==> config.mk <==
export PLATFORM = sky130hd
export DESIGN_NAME = avt_mac
export DESIGN_NICKNAME = d
export VERILOG_FILES = /design/src/rtl/core/avt_pkg.sv /design/src/rtl/core/avt_mac.sv
export SDC_FILE = /design/constraint.sdc
export NUM_CORES = 2
export LEC_CHECK = 0
export BUFFER_PORTS_ARGS = -buffer_cell sky130_fd_sc_hd__buf_2
export CORE_AREA = 2 2 183 320
export DETAILED_ROUTE_END_ITERATION = 6
export DIE_AREA = 0 0 185 322
export PLACE_DENSITY = 0.85
export SETUP_SLACK_MARGIN = 0.3
export SYNTH_ARGS = -nofsm -noshare
export SYNTH_HDL_FRONTEND = slang
export SYNTH_SLANG_ARGS = --single-unit
==> constraint.sdc <==
create_clock -name clk -period 7.2 [get_ports clk]
set_clock_uncertainty 0.1 [all_clocks]
set_input_delay 0 -clock clk [delete_from_list [all_inputs] [get_ports clk]]
set_output_delay 0 -clock clk [all_outputs]
set_load 0.05 [all_outputs]
==> src/rtl/core/avt_pkg.sv <==
// Shared constants, types and codes of the affine vertex transform.
package avt_pkg;

  localparam int COORD_WIDTH = 16;
  localparam int FRAC_BITS   = 16;
  localparam int COEF_WIDTH  = 24;

  localparam int OP_W   = COORD_WIDTH + 1;
  localparam int PROD_W = COEF_WIDTH + OP_W;
  localparam int ACC_W  = ((PROD_W > OP_W + FRAC_BITS) ? PROD_W : OP_W + FRAC_BITS) + 2;
  localparam int Q_W    = ACC_W - FRAC_BITS;

  localparam int CFG_INDEX_W = 3;
  localparam int CFG_DATA_W  = (COEF_WIDTH > COORD_WIDTH) ? COEF_WIDTH : COORD_WIDTH;
  localparam int MODE_W      = 3;
  localparam int VARIANT_W   = 2;

  localparam logic [CFG_INDEX_W-1:0] REG_MODE     = 3'd0;
  localparam logic [CFG_INDEX_W-1:0] REG_OFFSET_X = 3'd1;
  localparam logic [CFG_INDEX_W-1:0] REG_OFFSET_Y = 3'd2;
  localparam logic [CFG_INDEX_W-1:0] REG_COEF_A   = 3'd3;
  localparam logic [CFG_INDEX_W-1:0] REG_COEF_B   = 3'd4;

  localparam logic [MODE_W-1:0] MODE_TRANSLATE = 3'd0;
  localparam logic [MODE_W-1:0] MODE_ROTATE    = 3'd1;
  localparam logic [MODE_W-1:0] MODE_SCALE     = 3'd2;
  localparam logic [MODE_W-1:0] MODE_REFLECT   = 3'd3;
  localparam logic [MODE_W-1:0] MODE_SHEAR     = 3'd4;

  localparam logic [VARIANT_W-1:0] VARIANT_FIRST  = 2'd0;
  localparam logic [VARIANT_W-1:0] VARIANT_SECOND = 2'd1;
  localparam logic [VARIANT_W-1:0] VARIANT_THIRD  = 2'd2;
  localparam logic [VARIANT_W-1:0] REFLECT_LAST   = 2'd3;
  localparam logic [VARIANT_W-1:0] SHEAR_LAST     = 2'd1;

  localparam logic signed [COEF_WIDTH-1:0] COEF_A_RESET = COEF_WIDTH'(65536);

  typedef struct packed {
    logic [MODE_W-1:0]             mode;
    logic signed [COORD_WIDTH-1:0] offset_x;
    logic signed [COORD_WIDTH-1:0] offset_y;
    logic signed [COEF_WIDTH-1:0]  coef_a;
    logic signed [COEF_WIDTH-1:0]  coef_b;
  } cfg_t;

  // One coordinate: c1*o1 +/- c2*o2 + k*2^F.
  typedef struct packed {
    logic signed [COEF_WIDTH-1:0] c1;
    logic signed [OP_W-1:0]       o1;
    logic signed [COEF_WIDTH-1:0] c2;
    logic signed [OP_W-1:0]       o2;
    logic                         sub;
    logic signed [OP_W-1:0]       k;
  } term_t;

  typedef struct packed {
    logic                 last;
    logic [VARIANT_W-1:0] variant;
  } meta_t;

  typedef struct packed {
    term_t tx;
    term_t ty;
    meta_t meta;
  } op_t;

endpackage

==> src/rtl/core/avt_mac.sv <==
// Product and sum stages for one coordinate.
module avt_mac (
  input  logic                                clk,
  input  logic                                en_prod,
  input  logic                                en_sum,
  input  avt_pkg::term_t                      term,
  output logic signed [avt_pkg::ACC_W-1:0]    acc
);
  import avt_pkg::*;

  logic signed [PROD_W-1:0] p1;
  logic signed [PROD_W-1:0] p2;
  logic signed [OP_W-1:0]   k;
  logic                     sub;
  logic signed [ACC_W-1:0]  acc_next;

  always_comb begin
    acc_next = ACC_W'(p1) + (ACC_W'(k) <<< FRAC_BITS);
    if (sub) begin
      acc_next = acc_next - ACC_W'(p2);
    end else begin
      acc_next = acc_next + ACC_W'(p2);
    end
  end

  always_ff @(posedge clk) begin
    if (en_prod) begin
      p1  <= term.c1 * term.o1;
      p2  <= term.c2 * term.o2;
      k   <= term.k;
      sub <= term.sub;
    end
    if (en_sum) begin
      acc <= acc_next;
    end
  end

endmodule

==> run_results.csv <==
group,metric,value,unit
worst_setup_path,r2r_start,"p2[0]$_DFFE_PP_",
logic_synthesis,synth-simple-area-share,15.0,%
floorplan,io_pins,146,
place,placed_area,0.0386,mm^2
timing,setup-tns-final,0,ns
worst_setup_path,cp_top_family,"adder cells",
timing,max_freq,0.151,GHz
cells_and_area,syn_to_final_growth,5.80,%
worst_setup_path,crit_buf_inv,5,
floorplan,core,0.0569,mm^2
cells_and_area,layout.nets,5168,
drt,drtIter0Drc,1875,
cells_and_area,regArea,0.00429,mm^2
worst_setup_path,start_kind,"input port",
logic_synthesis,synth_ff_type,"edfxtp_1",
grt,grt_pass1_vias,30780,
grt,gr-usage-all-layers,35.1,%
worst_setup_path,r2r_slack,1.17,ns
timing,worst_pin_slew,1.36,ns
job,max_cap_violations,0,
cts,cts_setup_buffers,0,
logic_synthesis,syn-cell-area,0.0372,mm^2
logic_synthesis,yosysTopAreaCell,"fa_1",
drt,antenna_left,0,
logic_synthesis,yosys_warnings,0,
worst_setup_path,end_kind,"register",
grt,grt-ovfl-total,0,
worst_setup_path,slowest_delay,0.77,ns
logic_synthesis,synth_edf_count,143,
worst_setup_path,critPathArrivalTime,6.84,ns
grt,antenna_found_initial,6,
drt,drc_errors,0,
timing,slew_headroom,8.83,%
drt,via_per_inst,5.83,
logic_synthesis,synth.avg_cell_area,9.49,um^2
timing,rsz0062_at_grt,"false",
cts,cts_htree_levels,4,
worst_setup_path,crit_type,"input port to register",
cts,clk_latency,0.47,ns
timing,finalCriticalPeriod,6.63,ns
logic_synthesis,synth_area_leaders,"fa_1 (43%), edfxtp_1 (12%), ha_1 (8.9%), inv_1 (8.6%), and2_1 (6.0%)",
hold_path,whs_path_depth,2,
timing,hold_viol_final,0,
cells_and_area,stdcell_area,0.0393,mm^2
floorplan,dieArea,0.0596,mm^2
worst_setup_path,r2r_end,"acc[41]$_DFFE_PP_",
logic_synthesis,synth-async-reset-ratio,0,%
floorplan,row_count,116,
cells_and_area,drive_above_1_share,5.64,%
cts,clock-sinks,143,
hold_path,hp-class,"input port to register",
worst_setup_path,worstPathMaxFanout,16,
place,hpwl,77600,um
logic_synthesis,syn_nets,5090,
floorplan,die_h,322,um
drt,routedWlPerCell,20.4,um
worst_setup_path,required,7.41,ns
logic_synthesis,synth_compound_area_share,6.82,%
logic_synthesis,ys_types,77,
worst_setup_path,reg2regPathDepth,17,
grt,grt_max_degree,64,
worst_setup_path,crit_chain,"buf_2 -> buf_4 -> nand2_1 -> fa_1 -> inv_1 -> fa_1 -> fa_1 -> fa_1 -> fa_1 -> inv_1 -> fa_1 -> inv_1 -> ha_1 -> a21oi_1 -> o21ai_0 -> a211oi_2 -> o31ai_2 -> a211oi_1 -> nor2_1 -> o31ai_1 -> a21boi_1",
logic_synthesis,synth_top_area_share,43.3,%
drt,drt-total-wl,97400,um
timing,report.final.slew_viol_count,0,
logic_synthesis,synth_xor_xnor_area_share,4.36,%
drt,drt_first_pass_iters,5,
hold_path,hold_end,"p2[0]$_DFFE_PP_",
cts,cts_tree,"yes",
logic_synthesis,ys_ff_latch,143,
grt,grt_first_pass_wirelength,158000,um
logic_synthesis,synth_seq_area_share,11.5,%
cts,path_clk_slew,0.07,ns
place,routabilityCongestion,0.948,
status,status,"finished clean",
cells_and_area,num-fill-cells,4264,
place,portBuffers,145,
cts,clockBufferDepth,2,
worst_setup_path,cpMostUsedCell,"fa_1",
worst_setup_path,slowest_stage,"a211oi_2",
logic_synthesis,synthAdderAreaFrac,52.2,%
logic_synthesis,netlist_instances,3917,
hold_path,hold_path_startpoint,"term[18]",
cts,cts_root_buffer,"clkbuf_16",
floorplan,initial_core_util,65.4,%
logic_synthesis,synth.area.mux_share,0.111,%
cts,cts_buffers,17,
timing,finalSetupViolCount,0,
logic_synthesis,synth_top_family_by_area,"adder cells",
cells_and_area,multi_input_area,0.0292,mm^2
timing,min_period_over_period,92.0,%
drt,vias,27837,
floorplan,die_x,185,um
-- cells in the mapped netlist, types with 3 or more instances --
cell and instances:
a21o_1 43, o21ai_1 11, fa_1 804, a2111oi_0 4, a31oi_1 25, buf_1 3, nor2b_1 13, or3_1 4
and2_1 357, inv_1 855, nand2_1 477, a21oi_2 3, a311oi_1 3, nor2_1 131, nand3_1 29, nor3_1 40
nor4_1 8, o21a_1 15, o21ai_0 60, and4_1 6, a31o_2 3, clkbuf_1 123, mux2i_1 3, edfxtp_1 143
o211ai_1 6, and3_1 16, nand4_1 10, o21bai_1 13, xor2_1 40, o41ai_1 3, a41oi_1 4, a211oi_1 18
o31a_1 4, xnor2_1 145, o31ai_1 9, ha_1 266, nand2b_1 33, a211o_1 3, a21oi_1 137
-- layer usage --
layer	vias to the layer above	routed length (um)	global-route usage [%]
li1	12089	-	-
met1	13947	31500	37.4
met4	12	7850	24.0
met5	-	85	0
met2	1333	49600	61.3
met3	456	8360	7.79
-- flip-flops by register name, indices dropped and copies added (netlist names) --
register and cells:
acc 43, k 17, p1 41, p2 41, sub 1
-- layout by cell type, fill, tap and decap left out, types with 16 or more instances in the layout --
master	netlist	routed
buf_4	0	22
edfxtp_1	143	143
buf_2	1	144
nor2_1	131	131
xor2_1	40	40
nor3_1	40	39
ha_1	266	266
o21ai_0	60	60
a21o_1	43	43
inv_1	855	855
nand3_1	29	29
a21oi_1	137	137
nand2b_1	33	33
a211oi_1	18	18
xnor2_1	145	145
nand2_1	477	477
clkbuf_16	0	17
dlygate4sd3_1	0	20
fa_1	804	804
and3_1	16	16
a31oi_1	25	25
and2_1	357	357
-- cells by family (layout without fill, tap and decap cells) --
| logic type | count (synthesis) | after routing |
|---|---|---|
| simple gates | 1139 | 1139 |
| fa+ha+maj | 1070 | 1070 |
| buf+inv | 983 | 1074 |
| compound gates | 393 | 393 |
| xor+xnor | 185 | 185 |
| flops | 143 | 143 |
| mux | 4 | 4 |
| other cells | 0 | 1 |
-- how the worst max path moves through the flow --
stage / start / end / slack (ns) / cells past startpoint
6_report: term[67] / p1[33]$_DFFE_PP_ / 0.57 / 21
5_1_grt: term[67] / p1[33]$_DFFE_PP_ / 0.43 / 21
4_1_cts: term[35] / p2[39]$_DFFE_PP_ / 0.74 / 23
3_5_place_dp: term[20] / p2[39]$_DFFE_PP_ / 0.36 / 24
3_3_place_gp: term[20] / p2[39]$_DFFE_PP_ / 0.44 / 24
2_1_floorplan: term[20] / p2[39]$_DFFE_PP_ / 1.22 / 24
-- per-stage QoR --
| stage | setup WS (ns) | instances | utilization (%) | hold slack (ns) |
|---|---|---|---|---|
| 6_report | 0.574 | 4776 | 69.2 | 0.0728 |
| 5_1_grt | 0.429 | 4775 | 69.2 | 0.0851 |
| 4_1_cts | 0.736 | 4775 | 69.1 | 0.0553 |
| 3_5_place_dp | 0.355 | 4723 | 67.8 | 0.0781 |
| 3_3_place_gp | 0.444 | 4723 | 67.8 | 0.0782 |
| 2_1_floorplan | 1.22 | 3917 | - | -0.00113 |
-- worst register-to-register path, delay by kind of cell, from the launching register on --
family / cells / cell delay, ns
AO/OA/AOI/OAI: 9 / 2.66
AND/OR/NAND/NOR: 4 / 1.29
adder cells (fa/ha/maj): 2 / 0.64
XOR/XNOR: 1 / 0.62
flip-flops: 1 / 0.45
buffers and inverters: 1 / 0.09
-- area by class of cell --
type | instances | area share [%]
diodes | 1 | 0.00636
multi-input cells | 2791 | 74.2
well taps | 767 | 2.44
clock buffers | 17 | 1.08
clock inverters | 15 | 0.398
repair buffers | 186 | 2.76
flip-flops and latches | 143 | 10.9
inverters | 856 | 8.17
-- what timing repair did --
action	in CTS	in global routing
endpoints found under the setup margin	0	2
gates resized for setup	0	1
hold endpoints to repair	56	0
hold buffers	20	0
Power is not shown: default switching activity piles up to over one toggle a cycle in this logic, so the estimate is an artifact.
