$ cat config.mk
export PLATFORM = sky130hd
export DESIGN_NAME = avt_cfg
export DESIGN_NICKNAME = d
export VERILOG_FILES = /design/src/rtl/core/avt_pkg.sv /design/src/rtl/core/avt_cfg.sv
export SDC_FILE = /design/constraint.sdc
export NUM_CORES = 1
export LEC_CHECK = 0
export ABC_AREA = 1
export BUFFER_PORTS_ARGS = -buffer_cell sky130_fd_sc_hd__buf_4
export CELL_PAD_IN_SITES_DETAIL_PLACEMENT = 1
export CELL_PAD_IN_SITES_GLOBAL_PLACEMENT = 2
export CORE_AREA = 2 2 121 123
export CTS_BUF_LIST = sky130_fd_sc_hd__clkbuf_4 sky130_fd_sc_hd__clkbuf_8
export DETAILED_ROUTE_END_ITERATION = 7
export DIE_AREA = 0 0 123 125
export PLACE_DENSITY = 0.88
export SLEW_MARGIN = 25
export SYNTH_ARGS = -nofsm -noshare
export SYNTH_HDL_FRONTEND = slang
export SYNTH_SLANG_ARGS = --single-unit
$ cat constraint.sdc
create_clock -name clk -period 1 [get_ports clk]
set_input_delay 0.2 -clock clk [delete_from_list [all_inputs] [get_ports clk]]
set_output_delay 0.2 -clock clk [all_outputs]
set_load 0.02 [all_outputs]
$ cat src/rtl/core/avt_pkg.sv
// Shared constants, types and codes of the affine vertex transform.
package avt_pkg;

  localparam int COORD_WIDTH = 16;
  localparam int FRAC_BITS   = 16;
  localparam int COEF_WIDTH  = 24;

  localparam int OP_W   = COORD_WIDTH + 1;
  localparam int PROD_W = COEF_WIDTH + OP_W;
  localparam int ACC_W  = ((PROD_W > OP_W + FRAC_BITS) ? PROD_W : OP_W + FRAC_BITS) + 2;
  localparam int Q_W    = ACC_W - FRAC_BITS;

  localparam int CFG_INDEX_W = 3;
  localparam int CFG_DATA_W  = (COEF_WIDTH > COORD_WIDTH) ? COEF_WIDTH : COORD_WIDTH;
  localparam int MODE_W      = 3;
  localparam int VARIANT_W   = 2;

  localparam logic [CFG_INDEX_W-1:0] REG_MODE     = 3'd0;
  localparam logic [CFG_INDEX_W-1:0] REG_OFFSET_X = 3'd1;
  localparam logic [CFG_INDEX_W-1:0] REG_OFFSET_Y = 3'd2;
  localparam logic [CFG_INDEX_W-1:0] REG_COEF_A   = 3'd3;
  localparam logic [CFG_INDEX_W-1:0] REG_COEF_B   = 3'd4;

  localparam logic [MODE_W-1:0] MODE_TRANSLATE = 3'd0;
  localparam logic [MODE_W-1:0] MODE_ROTATE    = 3'd1;
  localparam logic [MODE_W-1:0] MODE_SCALE     = 3'd2;
  localparam logic [MODE_W-1:0] MODE_REFLECT   = 3'd3;
  localparam logic [MODE_W-1:0] MODE_SHEAR     = 3'd4;

  localparam logic [VARIANT_W-1:0] VARIANT_FIRST  = 2'd0;
  localparam logic [VARIANT_W-1:0] VARIANT_SECOND = 2'd1;
  localparam logic [VARIANT_W-1:0] VARIANT_THIRD  = 2'd2;
  localparam logic [VARIANT_W-1:0] REFLECT_LAST   = 2'd3;
  localparam logic [VARIANT_W-1:0] SHEAR_LAST     = 2'd1;

  localparam logic signed [COEF_WIDTH-1:0] COEF_A_RESET = COEF_WIDTH'(65536);

  typedef struct packed {
    logic [MODE_W-1:0]             mode;
    logic signed [COORD_WIDTH-1:0] offset_x;
    logic signed [COORD_WIDTH-1:0] offset_y;
    logic signed [COEF_WIDTH-1:0]  coef_a;
    logic signed [COEF_WIDTH-1:0]  coef_b;
  } cfg_t;

  // One coordinate: c1*o1 +/- c2*o2 + k*2^F.
  typedef struct packed {
    logic signed [COEF_WIDTH-1:0] c1;
    logic signed [OP_W-1:0]       o1;
    logic signed [COEF_WIDTH-1:0] c2;
    logic signed [OP_W-1:0]       o2;
    logic                         sub;
    logic signed [OP_W-1:0]       k;
  } term_t;

  typedef struct packed {
    logic                 last;
    logic [VARIANT_W-1:0] variant;
  } meta_t;

  typedef struct packed {
    term_t tx;
    term_t ty;
    meta_t meta;
  } op_t;

endpackage

$ cat src/rtl/core/avt_cfg.sv
// Configuration register file of the affine vertex transform.
module avt_cfg (
  input  logic                             clk,
  input  logic                             rst,
  input  logic                             cfg_we,
  input  logic [avt_pkg::CFG_INDEX_W-1:0]  cfg_index,
  input  logic [avt_pkg::CFG_DATA_W-1:0]   cfg_data,
  output avt_pkg::cfg_t                    cfg
);
  import avt_pkg::*;

  always_ff @(posedge clk) begin
    if (rst) begin
      cfg.mode     <= MODE_TRANSLATE;
      cfg.offset_x <= '0;
      cfg.offset_y <= '0;
      cfg.coef_a   <= COEF_A_RESET;
      cfg.coef_b   <= '0;
    end else if (cfg_we) begin
      case (cfg_index)
        REG_MODE:     cfg.mode     <= cfg_data[MODE_W-1:0];
        REG_OFFSET_X: cfg.offset_x <= cfg_data[COORD_WIDTH-1:0];
        REG_OFFSET_Y: cfg.offset_y <= cfg_data[COORD_WIDTH-1:0];
        REG_COEF_A:   cfg.coef_a   <= cfg_data[COEF_WIDTH-1:0];
        REG_COEF_B:   cfg.coef_b   <= cfg_data[COEF_WIDTH-1:0];
        default: ;
      endcase
    end
  end

endmodule

==> flow_summary.yaml, run 1 <==
cts:
  clkLatencyLatePin_ns: 0.37
  clkSinkCount: 83
  clkTransAtPathRegs_ns: 0.09
  tritoncts: "built"
  numCtsBuffers: 9
  postCtsHoldBufs: 0
  root_buffer: "clkbuf_8"
  htreeDepth: 3
  clock_tree.buffer_depth: 2
setup_path:
  cpPeakStageDelay_ns: 0.36
  slowest_stage: "dfxtp_2"
  end_kind: "output pin"
  critPathMaxFanout: 2
  path_buf_inv: 1
  cp_top_family: "flip-flops"
  startpoint_type: "flip-flop"
  critical_path_class: "flip-flop to output pin"
  arrival_ns: 0.85
  crit_chain: "buf_6"
  required_ns: 0.80
cells_and_area:
  stdcell_area_sq_um: 5270
  layout-drive-gt1-share: 0.418
  regMostFlops: "cfg"
  areaGrowthSynthToFinish_pct: 52.6
  diodes: 0
  fin_nets: 644
  largest_reg_flops: 83
  fill_cells: 1722
  largest_registers: "cfg: 83 flops"
sta:
  setup_ws_ns: -0.0514
  fmax_ghz: 0.951
  setup_violations: 83
  post-route-period-util: 1.05
  worst_pin_slew_ns: 0.334
  slew_headroom: 0.777
  min_period_ns: 1.05
  hold_viol: 0
  final_max_slew_viol_count: 0
  fin_skew_ns: 0
  rsz0062_at_grt: "true"
route:
  wl_mm: 11.7
  vias: 3523
  avgRoutedWirePerCell_um: 14.6
  firstDrtPassIters: 4
  vias_per_cell: 4.39
  drc_errors: 0
  drt_iter0_drc: 118
  drtAntennaViolNets: 0
logic_synthesis:
  synth.cell_area_sq_um: 3450
  synth_nets: 518
  synth_ff_type: "dfxtp_1"
  yosysMostFrequentCell: "nor2_1"
  yosys-top-cells-area: "dfxtp_1 (48%), nor2_1 (18%), nand3_1 (12%)"
  synth_edf_count: 0
  yosysTopAreaCell: "dfxtp_1"
  yosysUniqueCellTypes: 17
  async_reset_ff_frac: 0
  synth_top_area_share: 0.481
  synthTopCellsByCount: "nor2_1 (166), nand2_1 (85), dfxtp_1 (83)"
  ys_ff_latch: 83
  synthCells: 488
  synth-seq-area-share: 0.481
  postSynthAreaPerCell_sq_um: 7.08
  ys.warnings.count: 0
worst_hold_path:
  hold_path_class: "primary input to flip-flop"
power:
  sequentialPowerShare: 0.511
  ir_worst_vdd_uv: 659
  p_per_area_nw_per_um2: 1310
  p_sw_frac: 0.288
  clkPwrFrac: 0.316
  p_sw_uw: 1990
  comb_power_share: 0.173
  p_int_uw: 4920
  p_leak_uw: 0.00241
placed_design:
  io_buffers: 112
  place_area_sq_um: 4610
  hpwl_mm: 8.63
  dpl_worst_slack_ns: -0.218
  place_congestion: 0.793
floorplanning:
  rows: 44
  die_area_sq_um: 15400
  die_y_um: 125
  core_area_sq_um: 14200
  pin_count: 113
  initial_core_util: 0.243
  fp.dieW_um: 123
grt:
  grt_pass1_vias: 3595
  grt_pass1_wl_mm: 18.2
  gr-total-overflow: 0
  track_usage: 0.155
  grt_start_max_net_pins: 43
  antenna_found_initial: 0
status:
  outcome: "complete, but fails checks"
  failed_checks: "setup timing"
run:
  drv_cap: 0
## cell type report
cell class | count | area [sq um] | area share
clock inverter | 5 | 30.0 | 0.00570
inverter | 30 | 113 | 0.0214
multi-input combinational | 346 | 1480 | 0.280
timing repair buffer | 144 | 1520 | 0.288
tap | 184 | 230 | 0.0437
sequential | 83 | 1770 | 0.335
clock buffer | 11 | 139 | 0.0263
## cell families after synthesis
group,synth area share
AOI/OAI and AO/OA,0.00145
buffers and inverters,0.0938
DFF,0.481
and+or+nand+nor,0.424
## cells in the final DEF, fill, tap and decap left out, drive strengths merged
cell | Yosys | routed
nor2 | 173 | 173
inv | 30 | 30
dfxtp | 83 | 83
nand2 | 89 | 89
clkbuf | 1 | 11
clkinv | 0 | 3
o21ai | 1 | 1
nand3 | 82 | 82
nand3b | 1 | 1
clkinvlp | 0 | 2
buf | 28 | 144
## timing repair
item / CTS / global route
buffers inserted: 8 / 2
endpoints found under the setup margin: 83 / 83
endpoints found under the hold margin: 0 / 0
pin swaps: 0 / 0
gates resized for setup: 166 / 0
## path summary, 6_finish.rpt
| check | start | depth (start not counted) | to | slack [ns] |
|---|---|---|---|---|
| hold reg to reg | cfg[66]$_SDFFE_PP0P_ | 2 | cfg[66]$_SDFFE_PP0P_ | 0.49 |
| setup reg to reg | cfg[9]$_SDFFE_PP0P_ | 4 | cfg[9]$_SDFFE_PP0P_ | 0.17 |
| hold / removal | cfg_data[16] | 3 | cfg[40]$_SDFFE_PP1P_ | 0.06 |
| setup / recovery | cfg[25]$_SDFFE_PP0P_ | 1 | cfg[25] | -0.05 |
## power groups by stage
stage	combinational (uW)	clock, uW	sequential [uW]
after global placement	1090	0	3570
after CTS	1210	2310	3530
after floorplan	485	0	3690
after global routing	1310	2450	3550
final	1200	2190	3530
after detailed placement	1120	0	3570
## metal layers
layer	vias up	share of wire	wire, um	GRT usage
met3	16	0.055	644	0.0506
met2	87	0.48	5640	0.254
met4	0	0.020	237	0.0528
met1	1665	0.44	5170	0.189
met5	-	0	0	0
li1	1755	-	-	-
## through the flow
stage / util / cells / power, uW / setup TNS, ns / hold WS (ns)
after floorplan: - / 488 / 4180 / 0 / 0.326
after CTS: 0.370 / 801 / 7050 / -4.89 / 0.0279
after global placement: 0.325 / 777 / 4660 / -6.90 / 0.431
final: 0.371 / 803 / 6920 / -1.91 / 0.0561
after detailed placement: 0.325 / 777 / 4690 / -10.55 / 0.439
after global routing: 0.371 / 803 / 7310 / -5.93 / 0.0525
No activity file was read; power rests on OpenSTA's default activity.
==> run 2: changes to the inputs <==
--- a/config.mk
+++ b/config.mk
@@ -9,11 +9,11 @@
 export BUFFER_PORTS_ARGS = -buffer_cell sky130_fd_sc_hd__buf_4
 export CELL_PAD_IN_SITES_DETAIL_PLACEMENT = 1
 export CELL_PAD_IN_SITES_GLOBAL_PLACEMENT = 2
-export CORE_AREA = 2 2 121 123
+export CORE_AREA = 2 2 115 117
 export CTS_BUF_LIST = sky130_fd_sc_hd__clkbuf_4 sky130_fd_sc_hd__clkbuf_8
 export DETAILED_ROUTE_END_ITERATION = 7
-export DIE_AREA = 0 0 123 125
-export PLACE_DENSITY = 0.88
+export DIE_AREA = 0 0 117 119
+export PLACE_DENSITY = 0.91
 export SLEW_MARGIN = 25
 export SYNTH_ARGS = -nofsm -noshare
 export SYNTH_HDL_FRONTEND = slang
==> constraint.sdc (replaced) <==
create_clock -name clk -period 0.99 [get_ports clk]
set_input_delay 0 -clock clk [delete_from_list [all_inputs] [get_ports clk]]
set_output_delay 0 -clock clk [all_outputs]
set_load 0.02 [all_outputs]
==> flow_summary.yaml, run 2 (synthesis gave the netlist of run 1 again) <==
status:
  outcome: "completed"
sta:
  final_max_slew_viol_count: 0
  setup_violations: 0
  min_period_ns: 0.901
  worst_pin_slew_ns: 0.402
  setup_tns_ns: 0
  rsz0062_at_grt: "false"
  post-route-period-util: 0.910
  fin_skew_ns: 0
  hold_viol: 0
  fmax_ghz: 1.11
  setup_ws_ns: 0.0888
  slew_headroom: 0.731
  timing.hold.ws_ns: 0.0480
placed_design:
  post-place-cells: 760
  io_buffers: 112
  dpl_worst_slack_ns: 0.0137
  hpwl_mm: 8.13
  place_congestion: 0.763
cts:
  clkTransAtPathRegs_ns: 0.08
  root_buffer: "clkbuf_8"
  htreeDepth: 3
  clock_tree.buffer_depth: 2
  clkLatencyLatePin_ns: 0.35
  clkSinkCount: 83
  postCtsResizedCells: 0
  numCtsBuffers: 9
  tritoncts: "built"
setup_path:
  crit_chain: "buf_4"
  ff2ff_path_depth: 2
  startpoint_type: "flip-flop"
  path_buf_inv: 1
  critPathMaxFanout: 2
  critical_path_class: "flip-flop to output pin"
  r2r-end: "cfg[24]$_SDFFE_PP0P_"
  slowest_stage: "dfxtp_1"
  cp_top_family: "flip-flops"
  arrival_ns: 0.90
  r2r_start: "cfg[24]$_SDFFE_PP0P_"
  required_ns: 0.99
  r2r_slack_ns: 0.36
  end_kind: "output pin"
  cpPeakStageDelay_ns: 0.39
grt:
  antenna_found_initial: 0
  grt_pass1_vias: 3555
  grt_pass1_wl_mm: 17.9
  gr-total-overflow: 0
  grt_start_max_net_pins: 43
  track_usage: 0.167
cells_and_area:
  regMostFlops: "cfg"
  areaGrowthSynthToFinish_pct: 39.0
  fin_nets: 633
  final_common_cell: "nor2_1"
  largest_reg_flops: 83
  diodes: 0
  final_cell_mix: "nor2_1 (165), buf_4 (115), nand2_1 (85), dfxtp_1 (83), nand3_1 (82)"
  instances_no_fill: 783
  largest_registers: "cfg: 83 flops"
  layout-drive-gt1-share: 0.257
floorplanning:
  die_y_um: 119
  core_area_sq_um: 12900
  rows: 42
  initial_core_util: 0.268
  fp.dieW_um: 117
  die_area_sq_um: 13900
  pin_count: 113
power:
  p_sw_frac: 0.282
  ir_worst_vdd_uv: 615
  p_sw_uw: 1970
  p_leak_uw: 0.00225
  clkPwrFrac: 0.336
  total_power_uw: 6990
  sequentialPowerShare: 0.505
  p_int_uw: 5020
  comb_power_share: 0.159
  p_per_area_nw_per_um2: 1460
route:
  wl_mm: 11.3
  drt_iter0_drc: 122
  avgRoutedWirePerCell_um: 14.5
  drtAntennaViolNets: 0
  vias: 3514
  firstDrtPassIters: 4
  drc_errors: 0
  vias_per_cell: 4.49
worst_hold_path:
  min_to: "cfg[3]$_SDFFE_PP0P_"
  hold_path_class: "primary input to flip-flop"
  hold_start: "cfg_data[3]"
  hold_depth: 5
run:
  drv_cap: 0
-- run 2: cell types whose count changed in the layout (fill, tap and decap cells not counted), sizes merged --
cell	previous run	this run
dlygate4sd3	0	8
clkinvlp	2	1
buf	144	125
clkbuf	11	12
inv	30	31
clkinv	3	1
-- run 2: how the worst max path moves through the flow --
stage / slack, ns / endpoint / startpoint / cells past startpoint
global route: 0.04 / cfg[26] / cfg[26]$_SDFFE_PP0P_ / 1
global placement: 0.08 / cfg[32]$_SDFFE_PP0P_ / cfg_index[2] / 7
detailed placement: 0.01 / cfg[24]$_SDFFE_PP0P_ / cfg_index[2] / 7
CTS: 0.07 / cfg[26] / cfg[26]$_SDFFE_PP0P_ / 1
floorplan: 0.19 / cfg[48]$_SDFFE_PP0P_ / cfg_we / 7
finish: 0.09 / cfg[61] / cfg[61]$_SDFFE_PP0P_ / 1
-- run 2: timing repair --
| action | 4_1_cts | 5_1_grt |
|---|---|---|
| endpoints found under the hold margin | 16 | 0 |
| buffers inserted | 0 | 0 |
| hold buffers | 8 | 0 |
-- run 2: metal layers --
| layer | vias up | GRT usage | wire [um] |
|---|---|---|---|
| met3 | 21 | 0.0361 | 528 |
| li1 | 1733 | - | - |
| met2 | 97 | 0.278 | 5520 |
| met1 | 1663 | 0.206 | 4990 |
| met5 | - | 0 | 0 |
| met4 | 0 | 0.0684 | 313 |
-- run 2: power by group through the flow --
stage                     logic [uW]  registers (uW)  clock network [uW]
final                           1110            3530                2350
after global routing            1230            3540                2550
after CTS                       1130            3530                2450
after detailed placement        1100            3600                   0
after global placement          1070            3600                   0
after floorplan                  490            3730                   0
-- run 2: layout make-up --
| type | instances | area (sq um) |
|---|---|---|
| fillers | 1616 | 8070 |
| well taps | 176 | 220 |
| repair buffers | 133 | 1140 |
| clock inverters | 3 | 21.3 |
| inverters | 30 | 113 |
| flip-flops and latches | 83 | 1660 |
| clock buffers | 12 | 165 |
| multi-input cells | 346 | 1480 |
-- run 2: stage by stage --
step	cell area, sq um	util
finish	4800	0.373
global route	4800	0.373
CTS	4800	0.373
detailed placement	4530	0.352
global placement	4530	0.352
floorplan	3450	-
