`src/rtl/core/avt_pkg.sv`:
```
// Shared constants, types and codes of the affine vertex transform.
package avt_pkg;

  localparam int COORD_WIDTH = 16;
  localparam int FRAC_BITS   = 16;
  localparam int COEF_WIDTH  = 24;

  localparam int OP_W   = COORD_WIDTH + 1;
  localparam int PROD_W = COEF_WIDTH + OP_W;
  localparam int ACC_W  = ((PROD_W > OP_W + FRAC_BITS) ? PROD_W : OP_W + FRAC_BITS) + 2;
  localparam int Q_W    = ACC_W - FRAC_BITS;

  localparam int CFG_INDEX_W = 3;
  localparam int CFG_DATA_W  = (COEF_WIDTH > COORD_WIDTH) ? COEF_WIDTH : COORD_WIDTH;
  localparam int MODE_W      = 3;
  localparam int VARIANT_W   = 2;

  localparam logic [CFG_INDEX_W-1:0] REG_MODE     = 3'd0;
  localparam logic [CFG_INDEX_W-1:0] REG_OFFSET_X = 3'd1;
  localparam logic [CFG_INDEX_W-1:0] REG_OFFSET_Y = 3'd2;
  localparam logic [CFG_INDEX_W-1:0] REG_COEF_A   = 3'd3;
  localparam logic [CFG_INDEX_W-1:0] REG_COEF_B   = 3'd4;

  localparam logic [MODE_W-1:0] MODE_TRANSLATE = 3'd0;
  localparam logic [MODE_W-1:0] MODE_ROTATE    = 3'd1;
  localparam logic [MODE_W-1:0] MODE_SCALE     = 3'd2;
  localparam logic [MODE_W-1:0] MODE_REFLECT   = 3'd3;
  localparam logic [MODE_W-1:0] MODE_SHEAR     = 3'd4;

  localparam logic [VARIANT_W-1:0] VARIANT_FIRST  = 2'd0;
  localparam logic [VARIANT_W-1:0] VARIANT_SECOND = 2'd1;
  localparam logic [VARIANT_W-1:0] VARIANT_THIRD  = 2'd2;
  localparam logic [VARIANT_W-1:0] REFLECT_LAST   = 2'd3;
  localparam logic [VARIANT_W-1:0] SHEAR_LAST     = 2'd1;

  localparam logic signed [COEF_WIDTH-1:0] COEF_A_RESET = COEF_WIDTH'(65536);

  typedef struct packed {
    logic [MODE_W-1:0]             mode;
    logic signed [COORD_WIDTH-1:0] offset_x;
    logic signed [COORD_WIDTH-1:0] offset_y;
    logic signed [COEF_WIDTH-1:0]  coef_a;
    logic signed [COEF_WIDTH-1:0]  coef_b;
  } cfg_t;

  // One coordinate: c1*o1 +/- c2*o2 + k*2^F.
  typedef struct packed {
    logic signed [COEF_WIDTH-1:0] c1;
    logic signed [OP_W-1:0]       o1;
    logic signed [COEF_WIDTH-1:0] c2;
    logic signed [OP_W-1:0]       o2;
    logic                         sub;
    logic signed [OP_W-1:0]       k;
  } term_t;

  typedef struct packed {
    logic                 last;
    logic [VARIANT_W-1:0] variant;
  } meta_t;

  typedef struct packed {
    term_t tx;
    term_t ty;
    meta_t meta;
  } op_t;

endpackage

```
`src/rtl/core/avt_round.sv`:
```
// Round half away from zero and saturate one coordinate into the output register.
module avt_round (
  input  logic                                  clk,
  input  logic                                  en,
  input  logic signed [avt_pkg::ACC_W-1:0]      acc,
  output logic signed [avt_pkg::COORD_WIDTH-1:0] coord
);
  import avt_pkg::*;

  localparam logic signed [ACC_W-1:0] HALF = ACC_W'(1) <<< (FRAC_BITS - 1);
  localparam logic signed [Q_W-1:0]   HI   =
    {{(Q_W - COORD_WIDTH + 1){1'b0}}, {(COORD_WIDTH - 1){1'b1}}};
  localparam logic signed [Q_W-1:0]   LO   = ~HI;

  logic signed [ACC_W-1:0] biased;
  logic signed [Q_W-1:0]   q;
  logic signed [COORD_WIDTH-1:0] coord_next;

  always_comb begin
    biased = acc + (acc[ACC_W-1] ? HALF - ACC_W'(1) : HALF);
    q      = biased[ACC_W-1:FRAC_BITS];
    if (q > HI) begin
      coord_next = HI[COORD_WIDTH-1:0];
    end else if (q < LO) begin
      coord_next = LO[COORD_WIDTH-1:0];
    end else begin
      coord_next = q[COORD_WIDTH-1:0];
    end
  end

  always_ff @(posedge clk) begin
    if (en) begin
      coord <= coord_next;
    end
  end

endmodule

```
`config.mk`:
```
export PLATFORM = sky130hd
export DESIGN_NAME = avt_round
export DESIGN_NICKNAME = d
export VERILOG_FILES = /design/src/rtl/core/avt_pkg.sv /design/src/rtl/core/avt_round.sv
export SDC_FILE = /design/constraint.sdc
export NUM_CORES = 1
export LEC_CHECK = 0
export BUFFER_PORTS_ARGS = -buffer_cell sky130_fd_sc_hd__buf_2
export CAP_MARGIN = 20
export CORE_MARGIN = 2
export CORE_UTILIZATION = 40
export DETAILED_ROUTE_END_ITERATION = 16
export PLACE_DENSITY = 0.66
export SLEW_MARGIN = 30
export SYNTH_ARGS = -nofsm -noshare
export SYNTH_HDL_FRONTEND = slang
export SYNTH_SLANG_ARGS = --single-unit
```
`constraint.sdc`:
```
create_clock -name clk -period 3.4 [get_ports clk]
set_input_delay 0.68 -clock clk [delete_from_list [all_inputs] [get_ports clk]]
set_output_delay 0.68 -clock clk [all_outputs]
set_load 0.03 [all_outputs]
```
==> results of run 1 <==
[cells in the mapped netlist (5+ instances only)]
library cell | count | area [µm²]
xor2_1 | 5 | 43.8
edfxtp_1 | 16 | 480
a21oi_1 | 7 | 35.0
o21ai_2 | 7 | 61.3
nand3_1 | 5 | 25.0
nand4_1 | 8 | 50.1
nand2_1 | 14 | 52.6
nor4_1 | 5 | 31.3
nor2_1 | 9 | 33.8
o31ai_1 | 6 | 45.0
inv_1 | 6 | 22.5
ha_1 | 15 | 188
xnor2_1 | 7 | 61.3
o21ai_0 | 5 | 25.0
[per-layer routing]
layer / GRT usage / share of wire
met5: 0 / 0
met1: 0.205 / 0.43
met2: 0.304 / 0.49
met4: 0.0475 / 0.018
met3: 0.0195 / 0.065
[worst paths after layout]
path                  endpoint  cells after the start
worst min-delay path  coord[3]                      3
worst max-delay path  coord[4]                     12
[logic make-up (layout without fill, tap and decap cells)]
kind of cell	Yosys count	after routing	synth area share
flops	16	16	0.288
compound gates	53	53	0.253
buf+inv	11	83	0.0337
fa+ha+maj	15	15	0.112
simple gates	66	66	0.250
xor+xnor	12	12	0.0629
[per-stage QoR]
| step | setup WS, ns | hold WS (ns) | std cells | total power [mW] | TNS, ns |
|---|---|---|---|---|---|
| final | 0.128 | 0.788 | 295 | 0.610 | 0 |
| after global routing | 0.00142 | 0.807 | 295 | 0.645 | 0 |
| after CTS | 0.110 | 0.789 | 295 | 0.608 | 0 |
| after detailed placement | -0.141 | 1.05 | 291 | 0.469 | -1.27 |
| after global placement | -0.0889 | 1.06 | 291 | 0.466 | -0.234 |
| after floorplan | 0.354 | 0.792 | 173 | 0.377 | 0 |
[power breakdown]
part           leakage, nW  switching (mW)  internal, mW
combinational        0.737           0.137        0.0922
sequential           0.158         0.00307         0.237
clock               0.0231          0.0609        0.0800
total                0.918           0.201         0.409
[layout make-up]
class                           count  area share
Clock buffer                        3      0.0189
Multi-Input combinational cell    146       0.526
Tap cell                           50      0.0287
Sequential cell                    16       0.220
Clock inverter                      1     0.00172
Timing Repair Buffer               73       0.194
Inverter                            6      0.0103
[cell usage in the layout (no fill, tap or decap), drive strengths merged, types with 3 or more instances in the layout]
cell,n
xor2,5
nor4,5
edfxtp,16
a31oi,4
nand4,9
nor3,4
o21ai,15
a21o,3
nand3,7
inv,6
xnor2,7
or4,3
a21oi,7
o31ai,7
and4,3
ha,15
nor2,10
clkbuf,3
and3,7
nand2,14
buf,73
[critical path, cell delays in order]
cell	delay, ns
buf_2	0.25
inv_1	0.08
ha_1	0.35
a21oi_1	0.29
o221ai_2	0.19
a31o_2	0.29
and4_2	0.20
nor4_1	0.29
buf_4	0.17
a41oi_2	0.15
buf_12	0.19
o31ai_1	0.22
[what timing repair did]
action                     4_1_cts  5_1_grt
setup endpoints to repair        0       13
resized for setup                0        2
buffers inserted                 0        0
==> flow_summary.yaml, run 1 <==
setup_path:
  endpoint_kind: "flop"
  crit_path_max_fanout: 15
  critPathLaunch: "acc[42]"
  required_ns: 3.48
  critPathArrivalTime_ns: 3.35
  start_kind: "primary input"
  crit_type: "in -> reg"
placement:
  dp_hpwl_um: 3240
  place_area_um2: 2120
  routabilityCongestion: 0.940
  numPortBuffers: 60
synthesis:
  synth-seq-cells: 16
  synth_edf_count: 16
  async_reset_ff_frac: 0
  synth.distinct_cells: 53
  synth_ff_type: "edfxtp_1"
  synth_nets: 233
  synth_area_per_cell_um2: 9.66
  ys.warnings.count: 0
  ys_seq_area_frac: 0.288
  synth_area_um2: 1670
  synthCells: 173
final_layout:
  postLayoutCellArea_um2: 2180
  top_regs: "coord: 16 flops"
  largest_reg_flops: 16
  area_delta_synth_final_pct: 30.6
  multi_input_comb_area_um2: 1150
  nNetsFinal: 306
  n_antenna_cell: 0
  drive_above_1_share: 0.441
  fillers: 376
  regMostFlops: "coord"
  post-route-util: 0.546
  register_area_um2: 480
die:
  num_io_pins: 61
  die_area_um2: 4710
  die_x_um: 68.6
  fp.coreArea_um2: 4000
  row_count: 23
  die_y_um: 68.6
  start_util: 0.418
global_route:
  antenna_found_initial: 0
  grt.total_usage: 0.167
  grt_pass1_vias: 1539
  grt_first_pass_wirelength_um: 6280
  grt_max_degree: 17
  grt_remaining_overflow: 0
drt:
  vias_per_cell: 5.52
  drt-initial-drc-count: 108
  wire_per_inst_um: 13.1
  dr.pass1.iters: 4
  num_vias: 1627
  drt-total-wl_um: 3860
  route.detailed.drc: 0
  detail-route-antenna-nets: 0
clock_network:
  cts_hold_buf: 0
  cts_tree: "done"
  cts_max_level: 1
  cts.sinks: 16
  cts_made_buffers: 3
  root_buffer: "clkbuf_8"
  clock_path_buffers: 2
  clkTransAtPathRegs_ns: 0.06
sta:
  slew_violations: 0
  worst_pin_slew_ns: 0.587
  period_minus_slack_ns: 3.27
  fmax_mhz: 306
  hold_viol: 0
  setup_violations: 0
  period_share: 0.962
  rsz0062_at_grt: "false"
  slew_headroom: 0.607
run_status:
  status: "finished, final reports clean"
hold_path:
  hold_path.class: "in -> reg"
  hp-start: "acc[19]"
flow_run:
  cap_viol_max_count: 0
power:
  p_leak_nw: 0.918
  power_density_nw_per_um2: 280
  ir_drop_uv: 110
Note: power is estimated with default switching activity, not from simulation.
==> run 2, diff against run 1 <==
Settings changed: CORE_UTILIZATION 40 to 50, PLACE_DENSITY 0.66 to 0.8.
==> flow_summary.yaml, run 2 (synthesized netlist as in run 1, its figures left out) <==
final_layout:
  final_common_cell: "buf_2"
  nNetsFinal: 309
  n_antenna_cell: 0
  drive_above_1_share: 0.444
  fillers: 271
  largest_reg_flops: 16
  post-route-util: 0.687
  register_area_um2: 480
  area_delta_synth_final_pct: 28.7
  regMostFlops: "coord"
  top_regs: "coord: 16 flops"
  final_cell_mix: "59 x buf_2, 16 x edfxtp_1, 16 x buf_4"
  multi_input_comb_area_um2: 1140
  instances_no_fill: 292
  postLayoutCellArea_um2: 2150
global_route:
  grt_pass1_vias: 1475
  grt_max_degree: 17
  grt_first_pass_wirelength_um: 6190
  grt.total_usage: 0.211
  antenna_found_initial: 0
  grt_remaining_overflow: 0
setup_path:
  crit_path_frequent_cell: "buf_4"
  slowest_delay_ns: 0.69
  crit_chain: "clkbuf_4 > buf_4 > ha_1 > nand4_1 > o221ai_1 > a31oi_4 > or4_2 > a22oi_2 > a41oi_2 > buf_4 > buf_4 > o21ai_2"
  crit_path_max_fanout: 15
  required_ns: 3.53
  crit_type: "in -> reg"
  endpoint_kind: "flop"
  endpoint: "coord[2]"
  start_kind: "primary input"
  critPathLaunch: "acc[42]"
  critical-path-slowest-cell: "or4_2"
  critPathArrivalTime_ns: 3.39
sta:
  setup_slack_ns: 0.134
  worst_pin_slew_ns: 0.536
  hold_ws_ns: 0.791
  hold_viol: 0
  period_share: 0.961
  period_minus_slack_ns: 3.27
  slew_headroom: 0.642
  setup_violations: 0
  slew_violations: 0
  rsz0062_at_grt: "false"
  fmax_mhz: 306
clock_network:
  clkTransAtPathRegs_ns: 0.08
  cts_max_level: 1
  cts_tree: "done"
  cts_made_buffers: 3
  clock_path_buffers: 2
  root_buffer: "clkbuf_4"
  cts.sinks: 16
power:
  power_density_nw_per_um2: 259
  ir_drop_uv: 110
  p_leak_nw: 0.915
die:
  die_y_um: 61.8
  num_io_pins: 61
  start_util: 0.534
  row_count: 20
  fp.coreArea_um2: 3130
  die_area_um2: 3820
  die_x_um: 61.8
placement:
  dp_hpwl_um: 3220
  dp.cells: 288
  place_ws_ns: -0.165
  numPortBuffers: 60
  place_area_um2: 2110
  routabilityCongestion: 0.871
drt:
  dr.pass1.iters: 4
  route.detailed.drc: 0
  vias_per_cell: 5.60
  wire_per_inst_um: 12.9
  detail-route-antenna-nets: 0
  drt-total-wl_um: 3770
  num_vias: 1634
  drt-initial-drc-count: 49
flow_run:
  cap_viol_max_count: 0
hold_path:
  hold_path.class: "in -> reg"
run_status:
  status: "finished, final reports clean"
[run 2: changes by cell type in the layout (fill, tap and decap cells not counted)]
cell / previous run / this run
o221ai_1: 0 / 1
buf_4: 11 / 16
buf_12: 2 / 0
clkbuf_8: 3 / 0
buf_2: 60 / 59
o221ai_2: 2 / 1
clkbuf_4: 0 / 4
[run 2: per-stage QoR]
stage / power [mW] / TNS, ns
3_5_place_dp: 0.466 / -1.92
4_1_cts: 0.555 / 0
5_1_grt: 0.593 / 0
2_1_floorplan: 0.377 / 0
3_3_place_gp: 0.462 / -0.836
6_report: 0.557 / 0
[run 2: per-layer routing]
layer,track usage,vias up,part of all wire
met5,0,-,0
met4,0.0456,0,0.0069
met3,0.0145,2,0.040
met2,0.385,49,0.48
met1,0.273,740,0.47
li1,-,843,-
[run 2: how the worst min path moves through the flow]
stage | startpoint | end | slack [ns] | depth (start not counted)
after floorplan | en | coord[0] | 0.79 | 0
after global placement | acc[19] | coord[3] | 1.05 | 3
after detailed placement | acc[19] | coord[3] | 1.06 | 3
after CTS | acc[25] | coord[9] | 0.79 | 3
after global routing | acc[19] | coord[3] | 0.80 | 3
final | acc[19] | coord[3] | 0.79 | 3
[run 2: timing repair]
item                                    4_1_cts  5_1_grt
hold buffers                                  0        0
endpoints found under the setup margin        0       14
gates resized for setup                       0        2
buffers inserted                              0        0
[run 2: cell type report]
class,count,share of cell area
repair buffers,76,0.197
inverters,6,0.0105
multi-input cells,146,0.531
clock inverters,1,0.00175
clock buffers,3,0.0105
well taps,44,0.0256
flip-flops and latches,16,0.224
[run 2: report_power, final]
| part | leakage (nW) | internal (mW) | switching [mW] |
|---|---|---|---|
| registers | 0.158 | 0.237 | 0.00315 |
| logic | 0.742 | 0.0904 | 0.135 |
| clock network | 0.0154 | 0.0424 | 0.0495 |
[run 2: critical path: cells and delay by family]
kind            cells  cell delay, ns
compound gates      5            0.91
buf+inv             4            0.70
simple gates        2            0.79
fa+ha+maj           1            0.31
==> run 3, diff against run 2 <==
Settings changed: REMOVE_ABC_BUFFERS set to 1.
==> flow_summary.yaml, run 3 (synthesized netlist as in run 1, its figures left out) <==
clock_network:
  root_buffer: "clkbuf_4"
  cts.sinks: 16
  cts_hold_buf: 0
  cts_made_buffers: 3
  clock_path_buffers: 2
  clkTransAtPathRegs_ns: 0.09
  cts_tree: "done"
  cts_max_level: 1
final_layout:
  multi_input_comb_area_um2: 1130
  n_antenna_cell: 0
  regMostFlops: "coord"
  top_regs: "coord: 16 flops"
  post-route-util: 0.686
  nNetsFinal: 308
  final_cell_mix: "59 x buf_2, 16 x edfxtp_1, 15 x ha_1"
  final_common_cell: "buf_2"
  fillers: 253
  area_delta_synth_final_pct: 28.5
  largest_reg_flops: 16
  drive_above_1_share: 0.441
  register_area_um2: 480
drt:
  detail-route-antenna-nets: 0
  num_vias: 1621
  wire_per_inst_um: 12.7
  drt-initial-drc-count: 53
  drt-total-wl_um: 3690
  dr.pass1.iters: 4
  route.detailed.drc: 0
  vias_per_cell: 5.57
global_route:
  grt_max_degree: 17
  grtUsageMet1: 0.269
  met2_usage: 0.346
  grt_first_pass_wirelength_um: 5830
  grt.total_usage: 0.199
  grt_pass1_vias: 1434
  busiest_layer: "met2"
  antenna_found_initial: 0
  grt_remaining_overflow: 0
  grt_util_met3: 0.0186
die:
  die_x_um: 61.8
  start_util: 0.534
  die_y_um: 61.8
  num_io_pins: 61
  row_count: 20
  die_area_um2: 3820
  fp.coreArea_um2: 3130
flow_run:
  cap_viol_max_count: 0
setup_path:
  required_ns: 3.49
  crit_type: "in -> reg"
  crit_path_max_fanout: 16
  critPathLaunch: "acc[42]"
  endpoint_kind: "flop"
  start_kind: "primary input"
  critPathArrivalTime_ns: 3.29
power:
  p_seq_frac: 0.428
  p_leak_nw: 0.914
  p_sw_mw: 0.188
  total_power_mw: 0.560
  power_density_nw_per_um2: 261
  swShare: 0.336
  pwr-share-comb: 0.405
  p_clk_frac: 0.167
  p_int_mw: 0.372
  ir_drop_uv: 129
run_status:
  status: "finished, final reports clean"
sta:
  hold_viol: 0
  worst_pin_slew_ns: 0.454
  slew_headroom: 0.696
  hold_ws_ns: 0.777
  period_minus_slack_ns: 3.19
  setup_tns_ns: 0
  slew_violations: 0
  setup_violations: 0
  period_share: 0.939
  rsz0062_at_grt: "false"
  fmax_mhz: 313
placement:
  routabilityCongestion: 0.909
  dp_hpwl_um: 3150
  numPortBuffers: 60
hold_path:
  hold_path.class: "in -> reg"
  hp-start: "acc[25]"
run 3: cell count changes in the layout (fill, tap and decap cells not counted), sizes merged:
| cell | previous run | this run |
|---|---|---|
| buf | 75 | 74 |
run 3: path summary, 6_finish.rpt:
kind / endpoint / slack [ns] / cells past startpoint
setup / recovery: coord[4] / 0.21 / 12
hold / removal: coord[9] / 0.78 / 3
run 3: area by class of cell:
type	count	share of cell area
multi-input cells	146	0.528
clock inverters	1	0.00175
clock buffers	3	0.0105
inverters	6	0.0105
well taps	44	0.0257
repair buffers	75	0.199
flip-flops and latches	16	0.224
run 3: what timing repair did:
action                                  in CTS  in global routing
resized for setup                            0                  1
endpoints found under the setup margin       0                  3
buffers inserted                             0                  0
run 3: power groups by stage:
| stage | clock [mW] | sequential (mW) | combinational [mW] |
|---|---|---|---|
| floorplan | 0 | 0.282 | 0.0912 |
| global placement | 0 | 0.244 | 0.222 |
| detailed placement | 0 | 0.244 | 0.226 |
| CTS | 0.0953 | 0.240 | 0.227 |
| global route | 0.102 | 0.242 | 0.250 |
| finish | 0.0938 | 0.240 | 0.227 |
run 3: metal layers:
layer	routed length, µm	part of all wire
met1	1690	0.46
met2	1770	0.48
met3	214	0.058
met4	21	0.0057
met5	0	0
run 3: critical path: stages:
cell and delay (ns):
clkbuf_4 0.20, ha_1 0.33, a21oi_1 0.15, o22ai_1 0.09, a211o_2 0.30, a31o_2 0.27
and4_2 0.19, nor4_1 0.36, buf_4 0.18, a41oi_2 0.12, buf_4 0.18, o31ai_1 0.23
run 3: per-stage QoR:
stage	area [µm²]	setup slack, ns	cells
global placement	2120	-0.0234	287
global route	2150	0.0383	291
floorplan	1640	0.145	168
detailed placement	2120	-0.105	287
CTS	2140	0.165	291
finish	2150	0.207	291
